File: config.mk
export PLATFORM = sky130hd
export DESIGN_NAME = json_string_unescape
export DESIGN_NICKNAME = d
export VERILOG_FILES = /design/src/sv/jsu_pkg.sv /design/src/sv/jsu_decode.sv /design/src/sv/jsu_outbuf.sv /design/src/sv/json_string_unescape.sv
export VERILOG_INCLUDE_DIRS = /design/src /design/src/sv
export SDC_FILE = /design/constraint.sdc
export NUM_CORES = 1
export LEC_CHECK = 0
export ABC_CLOCK_PERIOD_IN_PS = 5600
export BUFFER_PORTS_ARGS = -buffer_cell sky130_fd_sc_hd__buf_2
export CAP_MARGIN = 5
export CELL_PAD_IN_SITES_DETAIL_PLACEMENT = 2
export CELL_PAD_IN_SITES_GLOBAL_PLACEMENT = 2
export CORE_MARGIN = 3
export CORE_UTILIZATION = 40
export CTS_CLUSTER_SIZE = 16
export DETAILED_ROUTE_END_ITERATION = 6
export PLACE_DENSITY = 0.95
export SLEW_MARGIN = 10
export SYNTH_ARGS = -nofsm -noshare
export SYNTH_HDL_FRONTEND = slang
export SYNTH_SLANG_ARGS = --single-unit
File: constraint.sdc
create_clock -name clk -period 5.6 [get_ports clk]
set_clock_uncertainty 0.1 [all_clocks]
set_input_delay 0.56 -clock clk [delete_from_list [all_inputs] [get_ports clk]]
set_output_delay 0.56 -clock clk [all_outputs]
set_load 0.1 [all_outputs]
File: src/sv/assert_macros.svh
// Assertion helpers for the RTL that checks itself.
`ifndef ASSERT_MACROS_SVH
`define ASSERT_MACROS_SVH

// Clocked check, switched off while reset is asserted.
`define ASSERT_CLK(label, clk, rst_n, prop, msg) \
  label: assert property (@(posedge clk) disable iff (!rst_n) (prop)) else $error(msg);

// Clocked check that also holds during reset.
`define ASSERT_CLK_ALWAYS(label, clk, prop, msg) \
  label: assert property (@(posedge clk) (prop)) else $error(msg);

`endif

File: src/sv/jsu_pkg.sv
`timescale 1ns / 1ps
`default_nettype none
package jsu_pkg;

  // Decoder mode, one-hot.
  typedef enum logic [3:0] {
    MODE_IDLE = 4'b0001,
    MODE_STR  = 4'b0010,
    MODE_ESC  = 4'b0100,
    MODE_HEX  = 4'b1000
  } mode_t;

  typedef enum logic [1:0] {
    KIND_DATA  = 2'd0,
    KIND_CLOSE = 2'd1,
    KIND_ERROR = 2'd2
  } kind_t;

  typedef enum logic [2:0] {
    ERR_NONE       = 3'd0,
    ERR_UNTERM     = 3'd1,
    ERR_EOT_ESC    = 3'd2,
    ERR_BAD_HEX    = 3'd3,
    ERR_UNKNOWN    = 3'd4
  } err_t;

  localparam logic [7:0] CH_QUOTE = 8'h22;
  localparam logic [7:0] CH_BSLASH = 8'h5C;
  localparam logic [7:0] CH_SLASH = 8'h2F;
  localparam logic [7:0] CH_N = 8'h6E;
  localparam logic [7:0] CH_R = 8'h72;
  localparam logic [7:0] CH_T = 8'h74;
  localparam logic [7:0] CH_B = 8'h62;
  localparam logic [7:0] CH_F = 8'h66;
  localparam logic [7:0] CH_U = 8'h75;

  // Results caused by one input byte: up to three, all of one kind.
  typedef struct packed {
    logic [1:0]      cnt;
    logic [2:0][7:0] bytes;
    kind_t           kind;
    err_t            err;
  } result_t;

  // Returns {valid, value} for one ASCII hex digit.
  function automatic logic [4:0] hex_digit(input logic [7:0] c);
    logic [4:0] r;
    r = 5'd0;
    if (c >= 8'h30 && c <= 8'h39) begin
      r = {1'b1, c[3:0]};
    end else if ((c >= 8'h61 && c <= 8'h66) || (c >= 8'h41 && c <= 8'h46)) begin
      r = {1'b1, c[3:0] + 4'd9};
    end
    return r;
  endfunction

endpackage
`default_nettype wire

File: src/sv/jsu_decode.sv
`timescale 1ns / 1ps
`default_nettype none
module jsu_decode (
  input  wire logic              clk,
  input  wire logic              rst_n,
  input  wire logic              in_acc,
  input  wire logic [7:0]        in_byte,
  input  wire logic              in_eot,
  output jsu_pkg::result_t       res
);

  jsu_pkg::mode_t mode_r, mode_nxt;
  logic [1:0]     hc_r, hc_nxt;
  logic [15:0]    cp_r, cp_nxt;
  logic [4:0]     dig;
  logic [15:0]    cp_full;

  always_comb begin
    res      = '0;
    res.kind = jsu_pkg::KIND_DATA;
    res.err  = jsu_pkg::ERR_NONE;
    mode_nxt = mode_r;
    hc_nxt   = hc_r;
    cp_nxt   = cp_r;
    dig      = jsu_pkg::hex_digit(in_byte);
    cp_full  = {cp_r[11:0], dig[3:0]};
    case (mode_r)
      jsu_pkg::MODE_IDLE: begin
        if (!in_eot) mode_nxt = jsu_pkg::MODE_STR;
      end
      jsu_pkg::MODE_STR: begin
        if (in_eot) begin
          res.cnt = 2'd1; res.kind = jsu_pkg::KIND_ERROR; res.err = jsu_pkg::ERR_UNTERM;
          mode_nxt = jsu_pkg::MODE_IDLE; hc_nxt = '0; cp_nxt = '0;
        end else if (in_byte == jsu_pkg::CH_QUOTE) begin
          res.cnt = 2'd1; res.kind = jsu_pkg::KIND_CLOSE;
          mode_nxt = jsu_pkg::MODE_IDLE;
        end else if (in_byte == jsu_pkg::CH_BSLASH) begin
          mode_nxt = jsu_pkg::MODE_ESC;
        end else begin
          res.cnt = 2'd1; res.bytes[0] = in_byte;
        end
      end
      jsu_pkg::MODE_ESC: begin
        if (in_eot) begin
          res.cnt = 2'd1; res.kind = jsu_pkg::KIND_ERROR; res.err = jsu_pkg::ERR_EOT_ESC;
          mode_nxt = jsu_pkg::MODE_IDLE; hc_nxt = '0; cp_nxt = '0;
        end else begin
          mode_nxt = jsu_pkg::MODE_STR;
          res.cnt  = 2'd1;
          case (in_byte)
            jsu_pkg::CH_QUOTE, jsu_pkg::CH_BSLASH, jsu_pkg::CH_SLASH: res.bytes[0] = in_byte;
            jsu_pkg::CH_N: res.bytes[0] = 8'h0A;
            jsu_pkg::CH_R: res.bytes[0] = 8'h0D;
            jsu_pkg::CH_T: res.bytes[0] = 8'h09;
            jsu_pkg::CH_B: res.bytes[0] = 8'h08;
            jsu_pkg::CH_F: res.bytes[0] = 8'h0C;
            jsu_pkg::CH_U: begin
              res.cnt  = 2'd0;
              mode_nxt = jsu_pkg::MODE_HEX; hc_nxt = '0; cp_nxt = '0;
            end
            default: begin
              res.kind = jsu_pkg::KIND_ERROR; res.err = jsu_pkg::ERR_UNKNOWN;
              mode_nxt = jsu_pkg::MODE_IDLE; hc_nxt = '0; cp_nxt = '0;
            end
          endcase
        end
      end
      jsu_pkg::MODE_HEX: begin
        if (in_eot || !dig[4]) begin
          res.cnt = 2'd1; res.kind = jsu_pkg::KIND_ERROR; res.err = jsu_pkg::ERR_BAD_HEX;
          mode_nxt = jsu_pkg::MODE_IDLE; hc_nxt = '0; cp_nxt = '0;
        end else if (hc_r != 2'd3) begin
          cp_nxt = cp_full;
          hc_nxt = hc_r + 2'd1;
        end else begin
          mode_nxt = jsu_pkg::MODE_STR; hc_nxt = '0; cp_nxt = '0;
          if (cp_full[15:7] == 9'd0) begin
            res.cnt = 2'd1;
            res.bytes[0] = cp_full[7:0];
          end else if (cp_full[15:11] == 5'd0) begin
            res.cnt = 2'd2;
            res.bytes[0] = {3'b110, cp_full[10:6]};
            res.bytes[1] = {2'b10, cp_full[5:0]};
          end else begin
            res.cnt = 2'd3;
            res.bytes[0] = {4'b1110, cp_full[15:12]};
            res.bytes[1] = {2'b10, cp_full[11:6]};
            res.bytes[2] = {2'b10, cp_full[5:0]};
          end
        end
      end
      default: begin
        mode_nxt = jsu_pkg::MODE_IDLE; hc_nxt = '0; cp_nxt = '0;
      end
    endcase
  end

  always_ff @(posedge clk) begin
    if (!rst_n) begin
      mode_r <= jsu_pkg::MODE_IDLE;
      hc_r   <= '0;
      cp_r   <= '0;
    end else if (in_acc) begin
      mode_r <= mode_nxt;
      hc_r   <= hc_nxt;
      cp_r   <= cp_nxt;
    end
  end

endmodule
`default_nettype wire

File: src/sv/jsu_outbuf.sv
`timescale 1ns / 1ps
`default_nettype none
module jsu_outbuf (
  input  wire logic              clk,
  input  wire logic              rst_n,
  input  wire logic              in_acc,
  input  wire jsu_pkg::result_t  res,
  output logic                   can_take,
  output logic                   out_valid,
  input  wire logic              out_ready,
  output logic [7:0]             out_byte,
  output logic [1:0]             out_kind,
  output logic [2:0]             out_error_code,
  output logic                   out_last
);

  logic [1:0]      cnt_r, cnt_nxt;
  logic [2:0][7:0] bytes_r, bytes_nxt;
  jsu_pkg::kind_t  kind_r, kind_nxt;
  jsu_pkg::err_t   err_r, err_nxt;
  logic            take;

  assign out_valid      = (cnt_r != 2'd0);
  assign out_byte       = bytes_r[0];
  assign out_kind       = kind_r;
  assign out_error_code = err_r;
  assign out_last       = (cnt_r == 2'd1);
  assign take           = out_valid && out_ready;
  // A new bundle may enter when the register is empty or its last byte leaves now.
  assign can_take       = !out_valid || (take && out_last);

  always_comb begin
    cnt_nxt   = cnt_r;
    bytes_nxt = bytes_r;
    kind_nxt  = kind_r;
    err_nxt   = err_r;
    if (in_acc) begin
      cnt_nxt   = res.cnt;
      bytes_nxt = res.bytes;
      kind_nxt  = res.kind;
      err_nxt   = res.err;
    end else if (take) begin
      cnt_nxt   = cnt_r - 2'd1;
      bytes_nxt = {8'h00, bytes_r[2], bytes_r[1]};
    end
  end

  always_ff @(posedge clk) begin
    if (!rst_n) begin
      cnt_r <= '0;
    end else begin
      cnt_r <= cnt_nxt;
    end
  end

  always_ff @(posedge clk) begin
    bytes_r <= bytes_nxt;
    kind_r  <= kind_nxt;
    err_r   <= err_nxt;
  end

endmodule
`default_nettype wire

File: src/sv/json_string_unescape.sv
`timescale 1ns / 1ps
`default_nettype none
// Channel  Direction  Ports
// -------  ---------  --------------------------------------------------------
// in       input      in_valid, in_ready, in_byte, in_end_of_text
// out      output     out_valid, out_ready, out_byte, out_kind, out_error_code,
//                     out_last
//
// While out_ready is high, one input transaction is taken per cycle while each byte
// yields at most one result, and a \u escape that closes with a two- or three-byte
// UTF-8 sequence holds in_ready low while the result register drains one byte per
// cycle. Results appear in the cycle after the input transaction that causes them.
// rst_n is synchronous and active low; it returns the decoder to idle and empties
// the result register. A stall on out_ready backs up to in_ready in the same cycle.

`include "assert_macros.svh"

module json_string_unescape (
  input  wire logic       clk,
  input  wire logic       rst_n,
  input  wire logic       in_valid,
  output logic            in_ready,
  input  wire logic [7:0] in_byte,
  input  wire logic       in_end_of_text,
  output logic            out_valid,
  input  wire logic       out_ready,
  output logic [7:0]      out_byte,
  output logic [1:0]      out_kind,
  output logic [2:0]      out_error_code,
  output logic            out_last
);

  // The decoder sees each byte as it arrives and commits its mode, digit count and
  // partial code point only when the transaction is taken. Its whole answer for the
  // byte (up to three result bytes, or a close or error marker) is loaded in one go
  // into the result register, which then hands the bytes out one per transaction.
  jsu_pkg::result_t res;
  logic             in_acc;
  logic             can_take;

  assign in_ready = can_take;
  assign in_acc   = in_valid && in_ready;

  jsu_decode u_decode (
    .clk     (clk),
    .rst_n   (rst_n),
    .in_acc  (in_acc),
    .in_byte (in_byte),
    .in_eot  (in_end_of_text),
    .res     (res)
  );

  jsu_outbuf u_outbuf (
    .clk            (clk),
    .rst_n          (rst_n),
    .in_acc         (in_acc),
    .res            (res),
    .can_take       (can_take),
    .out_valid      (out_valid),
    .out_ready      (out_ready),
    .out_byte       (out_byte),
    .out_kind       (out_kind),
    .out_error_code (out_error_code),
    .out_last       (out_last)
  );

  // A close or error marker is always the only, and so the final, result of its byte.
  `ASSERT_CLK(a_marker_last, clk, rst_n, out_valid && (out_kind != jsu_pkg::KIND_DATA) |-> out_last, "close or error result without last")
  // Input is only accepted when the result register is empty or its last byte leaves now.
  `ASSERT_CLK(a_ready_drain, clk, rst_n, in_ready |-> (!out_valid || (out_ready && out_last)), "input taken while results still pending")
  // Data bytes never carry an error code.
  `ASSERT_CLK(a_data_no_err, clk, rst_n, out_valid && (out_kind == jsu_pkg::KIND_DATA) |-> (out_error_code == jsu_pkg::ERR_NONE), "data byte with error code")
  // Reset leaves the result register empty.
  `ASSERT_CLK_ALWAYS(a_reset_empty, clk, !$past(rst_n) |-> !out_valid, "results present after reset")

endmodule
`default_nettype wire

==> run_results.csv, run 1 <==
group,metric,value,unit
floorplanning,dieArea,0.00835,mm²
clock_tree,cts_made_buffers,5,
power_and_ir_drop,comb_power_share,0.351,
layout,syn2layout_area_growth,8.67,%
setup_path,critPathArrivalTime,3.27,ns
floorplanning,design.core.area,0.00694,mm²
place,port_buffers,28,
drt,drc_errors,0,
setup_path,start_kind,"register",
synthesis,synth-edff-count,27,
synthesis,ys_seq_elements,47,
layout,antenna_cells,0,
synthesis,yosysSeqAreaShare,0.415,
global_routing,gr-total-overflow,0,
setup_path,worst_setup_path_end_kind,"register",
synthesis,syn_area,0.00292,mm²
sta,min_period,3.31,ns
floorplanning,die_width,91.4,µm
floorplanning,die_h,91.4,µm
clock_tree,cts_setup_buffers,0,
sta,final-hold-violation-count,0,
sta,setup_viol,0,
layout,multi_input_area,0.00153,mm²
sta,tns,0,ns
drt,viasPerCell,6.34,
global_routing,grt_pass1_wl,16.7,mm
sta,period_share,0.591,
setup_path,path_class,"reg -> reg",
global_routing,grt_pass1_vias,2915,
setup_path,crit_fanout,19,
run_status,status,"finished clean",
synthesis,syn_nets,337,
power_and_ir_drop,leakage,1.15,nW
power_and_ir_drop,p_seq_frac,0.408,
place,dp_hpwl,7.46,mm
power_and_ir_drop,power.internal,631,µW
layout,regArea,0.00121,mm²
power_and_ir_drop,power.switching,467,µW
layout,nFillCells,763,
clock_tree,post_cts_resized,0,
global_routing,grt_max_degree,29,
synthesis,synth-warning-count,0,
drt,firstDrtPassIters,4,
synthesis,synth.avg_cell_area,9.20,µm²
worst_hold_path,hp-start,"u_decode.hc_r[1]",
clock_tree,clk_pin_slew_worst_paths,0.10,ns
floorplanning,num_rows,30,
clock_tree,ctsLongestPathBuffers,2,
synthesis,synthCells,317,
worst_hold_path,hold_depth,2,
layout,final_cell_area,0.00317,mm²
worst_hold_path,hold_end,"u_decode.hc_r[1]",
sta,timing.final.max_slew_violations,0,
layout,drive_gt1_frac,0.190,
sta,rsz0062_at_grt,"false",
global_routing,grt_use_total,0.261,
power_and_ir_drop,irDropWorstVdd,0.244,mV
sta,max_freq,0.302,GHz
drt,vias,2707,
clock_tree,h-tree-depth,2,
drt,wire_per_inst,24.6,µm
sta,tightest_slew,1.08,ns
clock_tree,ctsHoldBuffers,0,
drt,wl_met1,4.40,mm
place,place.gp.congestion,0.885,
place,postPlaceCellArea,0.00305,mm²
setup_path,r2r_start,"u_outbuf.cnt_r[0]",
layout,final_nets,350,
sta,relSlewSlack,0.268,
drt,drtIter0Drc,170,
setup_path,crit_required,5.56,ns
worst_hold_path,hold_path_class,"reg -> reg",
setup_path,rr_endpoint,"u_outbuf.out_byte[1]",
floorplanning,pin_count,29,
global_routing,antenna_found_initial,0,
setup_path,r2r.worst_path.cells,9,
drt,met3_length,448,µm
clock_tree,worstSkewPairLatency,0.31,ns
floorplanning,initial_utilization,0.420,
job,drv_cap,0,
drt,wl_met2,5.15,mm
synthesis,synthArstFlopShare,0,
drt,wl,10.5,mm
power_and_ir_drop,switching_share,0.425,
synthesis,synthFlopType,"edfxtp_1",
synthesis,yosysUniqueCellTypes,69,
clock_tree,cts_root_buf,"clkbuf_8",
setup_path,reg2reg_slack,2.29,ns
power_and_ir_drop,p_per_area,346,mW/mm²
clock_tree,clock-sinks,47,
drt,final_antenna_net_count,0,
clock_tree,cts_tree,"done",
drt,top_layer,"met4",
power_and_ir_drop,p_clk_frac,0.241,
flip-flops by register name (all words and copies together) (netlist names):
| register | count |
|---|---|
| u_decode.cp_r | 12 |
| u_outbuf.cnt_r | 2 |
| u_outbuf.out_byte | 8 |
| u_outbuf.out_error_code | 3 |
| u_decode.mode_r | 4 |
| u_outbuf.bytes_r | 14 |
| u_decode.hc_r | 2 |
| u_outbuf.out_kind | 2 |
cell type report:
class,instances,share of cell area
multi-input combinational,236,0.483
timing repair buffer,29,0.0466
tap,96,0.0379
inverter,11,0.0134
sequential,47,0.382
clock buffer,5,0.0217
clock inverter,3,0.0146
placed cells by master (no fill, tap or decap), drive strengths merged, types with 3 or more instances in the layout:
cell type / instances
edfxtp: 27
a221o: 7
o211ai: 3
a21oi: 15
and2: 6
nor2b: 5
nand2: 27
nand3: 18
dfxtp: 20
nor4b: 3
nor2: 28
ha: 7
buf: 29
nor3b: 4
and3: 3
nor3: 11
clkbuf: 5
or4b: 4
o31ai: 10
nor4: 3
o21ai: 34
a22o: 3
a21o: 3
inv: 10
synthesized netlist by cell type (3+ instances only):
cell type  count  area, µm²
nor2_1        28        105
edfxtp_1      27        811
nand2_1       26       97.6
o21ai_0       24        120
dfxtp_1       20        400
nand3_1       17       85.1
a21oi_1       15       75.1
buf_4         10       75.1
nor3_1        10       50.1
o31ai_1       10       75.1
inv_1          9       33.8
a221o_1        7       70.1
clkbuf_1       7       26.3
ha_1           7       87.6
o21ai_2        7       61.3
and2_1         5       31.3
nor2b_1        5       31.3
nor3b_1        4       30.0
a21o_1         3       22.5
a22o_1         3       26.3
and3_1         3       18.8
buf_2          3       15.0
nor4_1         3       18.8
nor4b_1        3       26.3
o21ai_1        3       15.0
or4b_2         3       30.0
logic make-up (layout without fill, tap and decap cells):
| family | after synthesis | count (layout) | share of synthesized area |
|---|---|---|---|
| AOI/OAI and AO/OA | 98 | 98 | 0.243 |
| xor gates and xnor gates | 2 | 2 | 0.00601 |
| adders and majority gates | 7 | 7 | 0.0300 |
| buffers and inverters | 34 | 48 | 0.0614 |
| DFF | 47 | 47 | 0.415 |
| muxes | 3 | 3 | 0.0107 |
| and+or+nand+nor | 126 | 126 | 0.233 |
per-stage QoR:
| step | cells | utilization | hold WS, ns | setup WS, ns | total power, mW |
|---|---|---|---|---|---|
| global placement | 419 | 0.439 | 0.358 | 2.25 | 0.819 |
| CTS | 427 | 0.455 | 0.386 | 2.32 | 1.10 |
| global route | 427 | 0.456 | 0.418 | 1.90 | 1.14 |
| detailed placement | 419 | 0.439 | 0.373 | 2.18 | 0.834 |
| floorplan | 317 | - | 0.349 | 2.03 | 0.774 |
| finish | 427 | 0.456 | 0.398 | 2.29 | 1.10 |
routing by layer:
layer / global-route usage / vias up
li1: - / 1213
met1: 0.318 / 1374
met2: 0.430 / 86
met3: 0.0522 / 34
met4: 0.142 / 0
met5: 0 / -
how the worst max path moves through the flow:
stage	start	end	slack (ns)	cells past startpoint
floorplan	u_outbuf.cnt_r[1]	u_decode.mode_r[0]	2.03	9
global placement	in_byte[0]	u_decode.mode_r[0]	2.25	9
detailed placement	in_byte[0]	u_decode.mode_r[0]	2.18	9
CTS	u_outbuf.cnt_r[0]	u_outbuf.out_byte[1]	2.32	9
global route	u_outbuf.cnt_r[0]	u_outbuf.out_byte[1]	1.90	9
finish	u_outbuf.cnt_r[0]	u_outbuf.out_byte[1]	2.29	9
power by group through the flow:
stage / registers [mW] / logic, mW / clock network [mW]
CTS: 0.447 / 0.384 / 0.267
global route: 0.454 / 0.406 / 0.276
floorplan: 0.475 / 0.299 / 0
detailed placement: 0.453 / 0.380 / 0
global placement: 0.449 / 0.370 / 0
finish: 0.448 / 0.385 / 0.265
worst max-delay path, stage by stage (launching register included):
cell and delay, ns:
dfxtp_1 0.34, inv_1 0.07, ha_1 0.24, a21o_1 0.17
nand2_1 0.50, clkinv_1 0.63, o21ai_1 0.52, o41ai_1 0.19
a31oi_1 0.17, o21ai_0 0.13
Note: power is estimated with default switching activity, not from simulation.
==> run 2, diff against run 1 <==
ABC_AREA = 1   (was not set)
ABC_CLOCK_PERIOD_IN_PS = 2800   (was 5600)
CORE_UTILIZATION = 31   (was 40)
PLACE_DENSITY = 0.87   (was 0.95)
clock period = 2.8 ns   (was 5.6 ns; I/O delays follow)
==> run 2 against run 1 <==
Net effect:
- combinational power grew to 3.9 times the previous value
- die area rose by 32%
- sequential share of layout area fell by 2.4 points
- critical path type unchanged
- critical endpoint is now u_outbuf.out_byte[4]
==> run_results.csv, run 2 <==
group,metric,value,unit
run_status,status,"finished clean",
clock_tree,cts_made_buffers,5,
place,place.gp.congestion,0.854,
worst_hold_path,hold_path_class,"in -> reg",
layout,largest_register_ffs,14,
global_routing,gr-total-overflow,0,
setup_path,worst_setup_path_end_kind,"register",
power_and_ir_drop,irDropWorstVdd,0.497,mV
synthesis,synthMostInstantiatedCell,"nand2_1",
layout,layout_commonest_cell,"nand2_1",
layout,final_nets,465,
clock_tree,clock-sinks,47,
sta,rsz0062_at_grt,"false",
setup_path,crit_chain,"nor2_1, nand4_1, nor2_1, inv_1, o21ai_0, nor2_1, a21oi_1, o21ai_0",
setup_path,reg2reg_slack,0.55,ns
synthesis,yosysUniqueCellTypes,31,
layout,layout_common_cells,"nand2_1 (125), inv_1 (44), nand3_1 (36), nor2_1 (36), a21oi_1 (29)",
setup_path,rr_endpoint,"u_outbuf.out_byte[4]",
power_and_ir_drop,leakage,1.43,nW
layout,nFillCells,1160,
drt,drtIter0Drc,163,
layout,stdcell_count,575,
drt,firstDrtPassIters,5,
global_routing,grt_pass1_vias,3260,
sta,timing.final.max_slew_violations,0,
setup_path,r2r_start,"u_decode.cp_r[9]",
synthesis,ys_seq_elements,47,
drt,drc_errors,0,
sta,period_share,0.805,
place,port_buffers,28,
setup_path,cpPeakStageDelay,0.39,ns
drt,viasPerCell,5.11,
synthesis,syn_area,0.00304,mm²
global_routing,antenna_found_initial,0,
floorplanning,initial_utilization,0.325,
synthesis,synth_top_area_frac,0.266,
sta,setup_viol,0,
setup_path,cpMaxStageDelayCell,"nor2_1",
drt,wl,10.3,mm
synthesis,synth_area_leader_cell,"edfxtp_1",
global_routing,grt_use_total,0.196,
clock_tree,ctsLongestPathBuffers,2,
setup_path,r2r.worst_path.cells,8,
setup_path,critPathArrivalTime,2.20,ns
synthesis,yosysSeqAreaShare,0.398,
setup_path,worstSetupEndpoint,"u_outbuf.out_byte[4]",
clock_tree,cts_root_buf,"clkbuf_8",
floorplanning,dieArea,0.0110,mm²
synthesis,synth-warning-count,0,
floorplanning,pin_count,29,
job,drv_cap,0,
layout,drive_gt1_frac,0.161,
global_routing,grt_pass1_wl,17.4,mm
setup_path,crit_required,2.75,ns
layout,largest-register,"u_outbuf.bytes_r",
layout,antenna_cells,0,
synthesis,synth_area_leaders,"edfxtp_1 (27%), nand2_1 (15%), dfxtp_1 (13%)",
layout,fin_util,0.361,
sta,tns,0,ns
setup_path,crit_fanout,6,
clock_tree,worstSkewPairLatency,0.30,ns
synthesis,synth.avg_cell_area,7.16,µm²
synthesis,synthCells,425,
floorplanning,die_h,105,µm
place,placedCellCount,567,
setup_path,path_class,"reg -> reg",
sta,relSlewSlack,0.578,
synthesis,synth-edff-count,27,
drt,vias,2939,
synthesis,synthFlopType,"edfxtp_1",
floorplanning,num_rows,35,
drt,wire_per_inst,17.9,µm
synthesis,syn_nets,445,
sta,max_freq,0.444,GHz
drt,final_antenna_net_count,0,
floorplanning,die_width,105,µm
place,dp_hpwl,8.10,mm
setup_path,crit_start,"u_decode.cp_r[9]",
floorplanning,design.core.area,0.00937,mm²
place,postPlaceCellArea,0.00325,mm²
clock_tree,post_cts_resized,0,
synthesis,synthArstFlopShare,0,
sta,tightest_slew,0.632,ns
power_and_ir_drop,total_power,3.19,mW
setup_path,cp_common_cell,"nor2_1",
sta,final-hold-violation-count,0,
power_and_ir_drop,p_per_area,943,mW/mm²
clock_tree,cts_tree,"done",
synthesis,ys_top_cells_by_count,"nand2_1 (125), inv_1 (44), nand3_1 (36), nor2_1 (36), a21oi_1 (29)",
layout,syn2layout_area_growth,11.2,%
setup_path,start_kind,"register",
clock_tree,cts_setup_buffers,0,
clock_tree,ctsHoldBuffers,0,
clock_tree,h-tree-depth,2,
global_routing,grt_max_degree,27,
sta,min_period,2.25,ns
layout,final_cell_area,0.00338,mm²
clock_tree,clk_pin_slew_worst_paths,0.09,ns
run 2: how the worst min path moves through the flow:
stage	start	cells after the start	endpoint	slack, ns
after floorplan	rst_n	2	u_decode.hc_r[0]	0.30
after global placement	u_decode.cp_r[11]	2	u_decode.cp_r[11]	0.36
after global routing	rst_n	3	u_decode.mode_r[2]	0.19
final	rst_n	3	u_decode.hc_r[0]	0.17
after CTS	rst_n	3	u_decode.hc_r[0]	0.17
after detailed placement	u_decode.hc_r[1]	2	u_decode.hc_r[1]	0.37
run 2: power breakdown:
group	internal, mW	leakage, nW	total [mW]	switching (mW)
Sequential	0.993	0.433	1.07	0.0784
Clock	0.357	0.0654	0.596	0.239
Combinational	0.251	0.933	1.52	1.27
run 2: logic make-up after synthesis:
family,synth area share
compound gates,0.0884
buf+inv,0.106
flops,0.398
fa+ha+maj,0.0288
simple gates,0.379
run 2: area by class of cell:
| class | count | area, µm² | area share |
|---|---|---|---|
| multi-input combinational | 307 | 1510 | 0.447 |
| tap | 129 | 161 | 0.0477 |
| clock inverter | 2 | 60.1 | 0.0178 |
| inverter | 53 | 201 | 0.0595 |
| timing repair buffer | 31 | 163 | 0.0481 |
| clock buffer | 6 | 72.6 | 0.0214 |
| sequential | 47 | 1210 | 0.358 |
run 2: metal layers:
| layer | global-route usage | vias to the layer above | part of all wire |
|---|---|---|---|
| li1 | - | 1428 | - |
| met1 | 0.247 | 1453 | 0.45 |
| met2 | 0.365 | 49 | 0.51 |
| met3 | 0.0167 | 9 | 0.027 |
| met4 | 0.0384 | 0 | 0.0095 |
| met5 | 0 | - | 0 |
run 2: critical path: cells and delay by family (launching register included):
family                 cells  cell delay (ns)
AO/OA/AOI/OAI              3             0.58
flip-flops                 1             0.34
buffers and inverters      1             0.18
AND/OR/NAND/NOR            4             0.82
run 2: stage by stage:
step	hold slack (ns)	setup slack (ns)
floorplan	0.300	0.0893
global placement	0.356	0.529
detailed placement	0.372	0.422
CTS	0.166	0.539
global route	0.192	0.265
finish	0.173	0.547
==> run 3, diff against run 2 <==
ABC_CLOCK_PERIOD_IN_PS = 2270   (was 2800)
CORE_UTILIZATION = 34   (was 31)
PLACE_DENSITY = 0.9   (was 0.87)
clock period = 2.27 ns   (was 2.8 ns; I/O delays follow)
==> run 3 against run 2 <==
Net effect:
- clock-buffer cell count down 1
- non-clock buffer count grew 6
- sequential cell count did not move
- critical endpoint is now u_outbuf.out_byte[2]
- clock power grew 12%
- routed wire length increased by 8.6%
- critical path depth grew 2
- register-to-register slack got worse by 0.46 ns
- final cell count decreased by 3.1%
- critical path type unchanged
- sequential share of layout area is 0.25 points lower
- total power increased by 24%
- hold slack worse by 0.079 ns
==> run_results.csv, run 3 (same netlist as run 2, synthesis figures left out) <==
group,metric,value,unit
run_status,status,"finished clean",
sta,period_share,0.962,
global_routing,grt_max_degree,27,
setup_path,path_class,"reg -> reg",
global_routing,antenna_found_initial,0,
clock_tree,ctsLongestPathBuffers,2,
setup_path,rr_endpoint,"u_outbuf.out_byte[2]",
layout,final_cell_area,0.00341,mm²
layout,largest_register_ffs,14,
sta,max_freq,0.458,GHz
layout,antenna_cells,0,
power_and_ir_drop,power.switching,2.06,mW
clock_tree,ctsHoldBuffers,0,
setup_path,crit_fanout,5,
setup_path,reg2reg_slack,0.09,ns
drt,vias,3074,
drt,wl,11.2,mm
power_and_ir_drop,power.internal,1.90,mW
power_and_ir_drop,p_seq_frac,0.335,
place,dp_hpwl,8.02,mm
layout,syn2layout_area_growth,12.0,%
setup_path,critPathArrivalTime,2.18,ns
power_and_ir_drop,p_clk_frac,0.168,
global_routing,grt_pass1_wl,17.4,mm
drt,wire_per_inst,20.0,µm
clock_tree,cts_tree,"done",
layout,largest-register,"u_outbuf.bytes_r",
power_and_ir_drop,comb_power_share,0.497,
floorplanning,initial_utilization,0.359,
job,drv_cap,0,
drt,final_antenna_net_count,0,
sta,final-hold-violation-count,0,
setup_path,crit_family,"simple AND/OR/NAND/NOR gates",
setup_path,crit_buf_inv,1,
layout,nFillCells,1011,
drt,drc_errors,0,
floorplanning,dieArea,0.0101,mm²
place,postPlaceCellArea,0.00327,mm²
worst_hold_path,hold_depth,3,
place,pre_cts_ws,-0.176,ns
place,place.gp.congestion,0.925,
worst_hold_path,hold_end,"u_decode.hc_r[0]",
layout,drive_gt1_frac,0.188,
layout,multi_input_area,0.00154,mm²
floorplanning,design.core.area,0.00846,mm²
drt,firstDrtPassIters,4,
floorplanning,num_rows,33,
power_and_ir_drop,switching_share,0.520,
setup_path,r2r_start,"u_decode.cp_r[9]",
global_routing,grt_pass1_vias,3205,
global_routing,gr-total-overflow,0,
setup_path,cpPeakStageDelay,0.36,ns
power_and_ir_drop,p_per_area,1160,mW/mm²
setup_path,worst_setup_path_end_kind,"register",
drt,viasPerCell,5.52,
layout,final_nets,471,
sta,setup_viol,0,
sta,min_period,2.18,ns
floorplanning,die_width,101,µm
drt,drtIter0Drc,250,
setup_path,cpMaxStageDelayCell,"dfxtp_1",
setup_path,crit_chain,"nor2_1, nand4_1, inv_1, nand2_1, o22ai_1, nor2_1, nand2_1, nand3_1, nand2_1, nand2_1",
clock_tree,clock-sinks,47,
floorplanning,die_h,101,µm
worst_hold_path,hp-start,"rst_n",
global_routing,grt_use_total,0.223,
power_and_ir_drop,leakage,1.44,nW
sta,setup_ws,0.0861,ns
setup_path,r2r.worst_path.cells,10,
clock_tree,h-tree-depth,2,
layout,layout_commonest_cell,"nand2_1",
clock_tree,clk_pin_slew_worst_paths,0.10,ns
sta,tightest_slew,0.813,ns
setup_path,start_kind,"register",
clock_tree,cts_root_buf,"clkbuf_8",
clock_tree,worstSkewPairLatency,0.33,ns
worst_hold_path,hold_path_class,"in -> reg",
sta,whs,0.0940,ns
layout,regArea,0.00121,mm²
layout,layout_common_cells,"nand2_1 (125), inv_1 (41), nand3_1 (36), nor2_1 (36)",
sta,timing.final.max_slew_violations,0,
place,port_buffers,28,
setup_path,crit_required,2.26,ns
clock_tree,cts_made_buffers,5,
setup_path,cp_common_cell,"nand2_1",
floorplanning,pin_count,29,
power_and_ir_drop,irDropWorstVdd,0.538,mV
sta,relSlewSlack,0.456,
run 3: cell types whose count changed in the layout (fill, tap and decap cells not counted), sizes merged:
cell	change
buf	+6
clkinvlp	+1
clkinv	+1
clkbuf	-1
bufinv	-1
run 3: layout make-up:
type / instances / share of cell area
multi-input combinational: 307 / 0.452
sequential: 47 / 0.355
timing repair buffer: 37 / 0.0610
inverter: 53 / 0.0602
tap: 105 / 0.0386
clock buffer: 5 / 0.0202
clock inverter: 3 / 0.0125
run 3: per-stage QoR:
step                      power [mW]  setup TNS (ns)  utilization  cells
after floorplan                 3.02        -0.00800            -    425
after global placement          3.18         -0.0810        0.386    547
after detailed placement        3.27           -1.13        0.386    547
after CTS                       3.93               0        0.400    555
after global routing            4.13         -0.0528        0.403    557
final                           3.95               0        0.403    557
run 3: worst max-delay path by stage:
| stage | startpoint | to | slack (ns) | depth (start not counted) |
|---|---|---|---|---|
| after global routing | u_decode.cp_r[9] | u_outbuf.out_byte[2] | -0.05 | 10 |
| final | u_decode.cp_r[9] | u_outbuf.out_byte[2] | 0.09 | 10 |
| after floorplan | u_outbuf.cnt_r[1] | u_outbuf.bytes_r[11] | -0.003 | 10 |
| after CTS | u_decode.cp_r[9] | u_outbuf.out_byte[1] | 0.11 | 10 |
| after global placement | in_byte[0] | u_decode.mode_r[0] | -0.06 | 13 |
| after detailed placement | in_byte[0] | u_decode.mode_r[0] | -0.18 | 13 |
run 3: power groups by stage:
stage	sequential (mW)	combinational, mW	clock [mW]
floorplan	1.47	1.55	0
global route	1.35	2.08	0.703
detailed placement	1.34	1.93	0
CTS	1.33	1.93	0.674
global placement	1.32	1.86	0
finish	1.32	1.96	0.665
run 3: repair_timing:
| action | in CTS | in global routing |
|---|---|---|
| resized for setup | 0 | 3 |
| endpoints found under the setup margin | 0 | 6 |
| setup buffers | 0 | 2 |
run 3: tightest hold or removal path: cells and delay by family:
family,cells,cell delay [ns]
buffers and inverters,1,0.15
and+or+nand+nor,2,0.11
run 3: routing by layer:
metal	track usage	routed length, µm	vias up
li1	-	-	1445
met1	0.288	4770	1511
met2	0.393	5600	105
met3	0.0242	612	13
met4	0.0591	179	0
met5	0	0	-
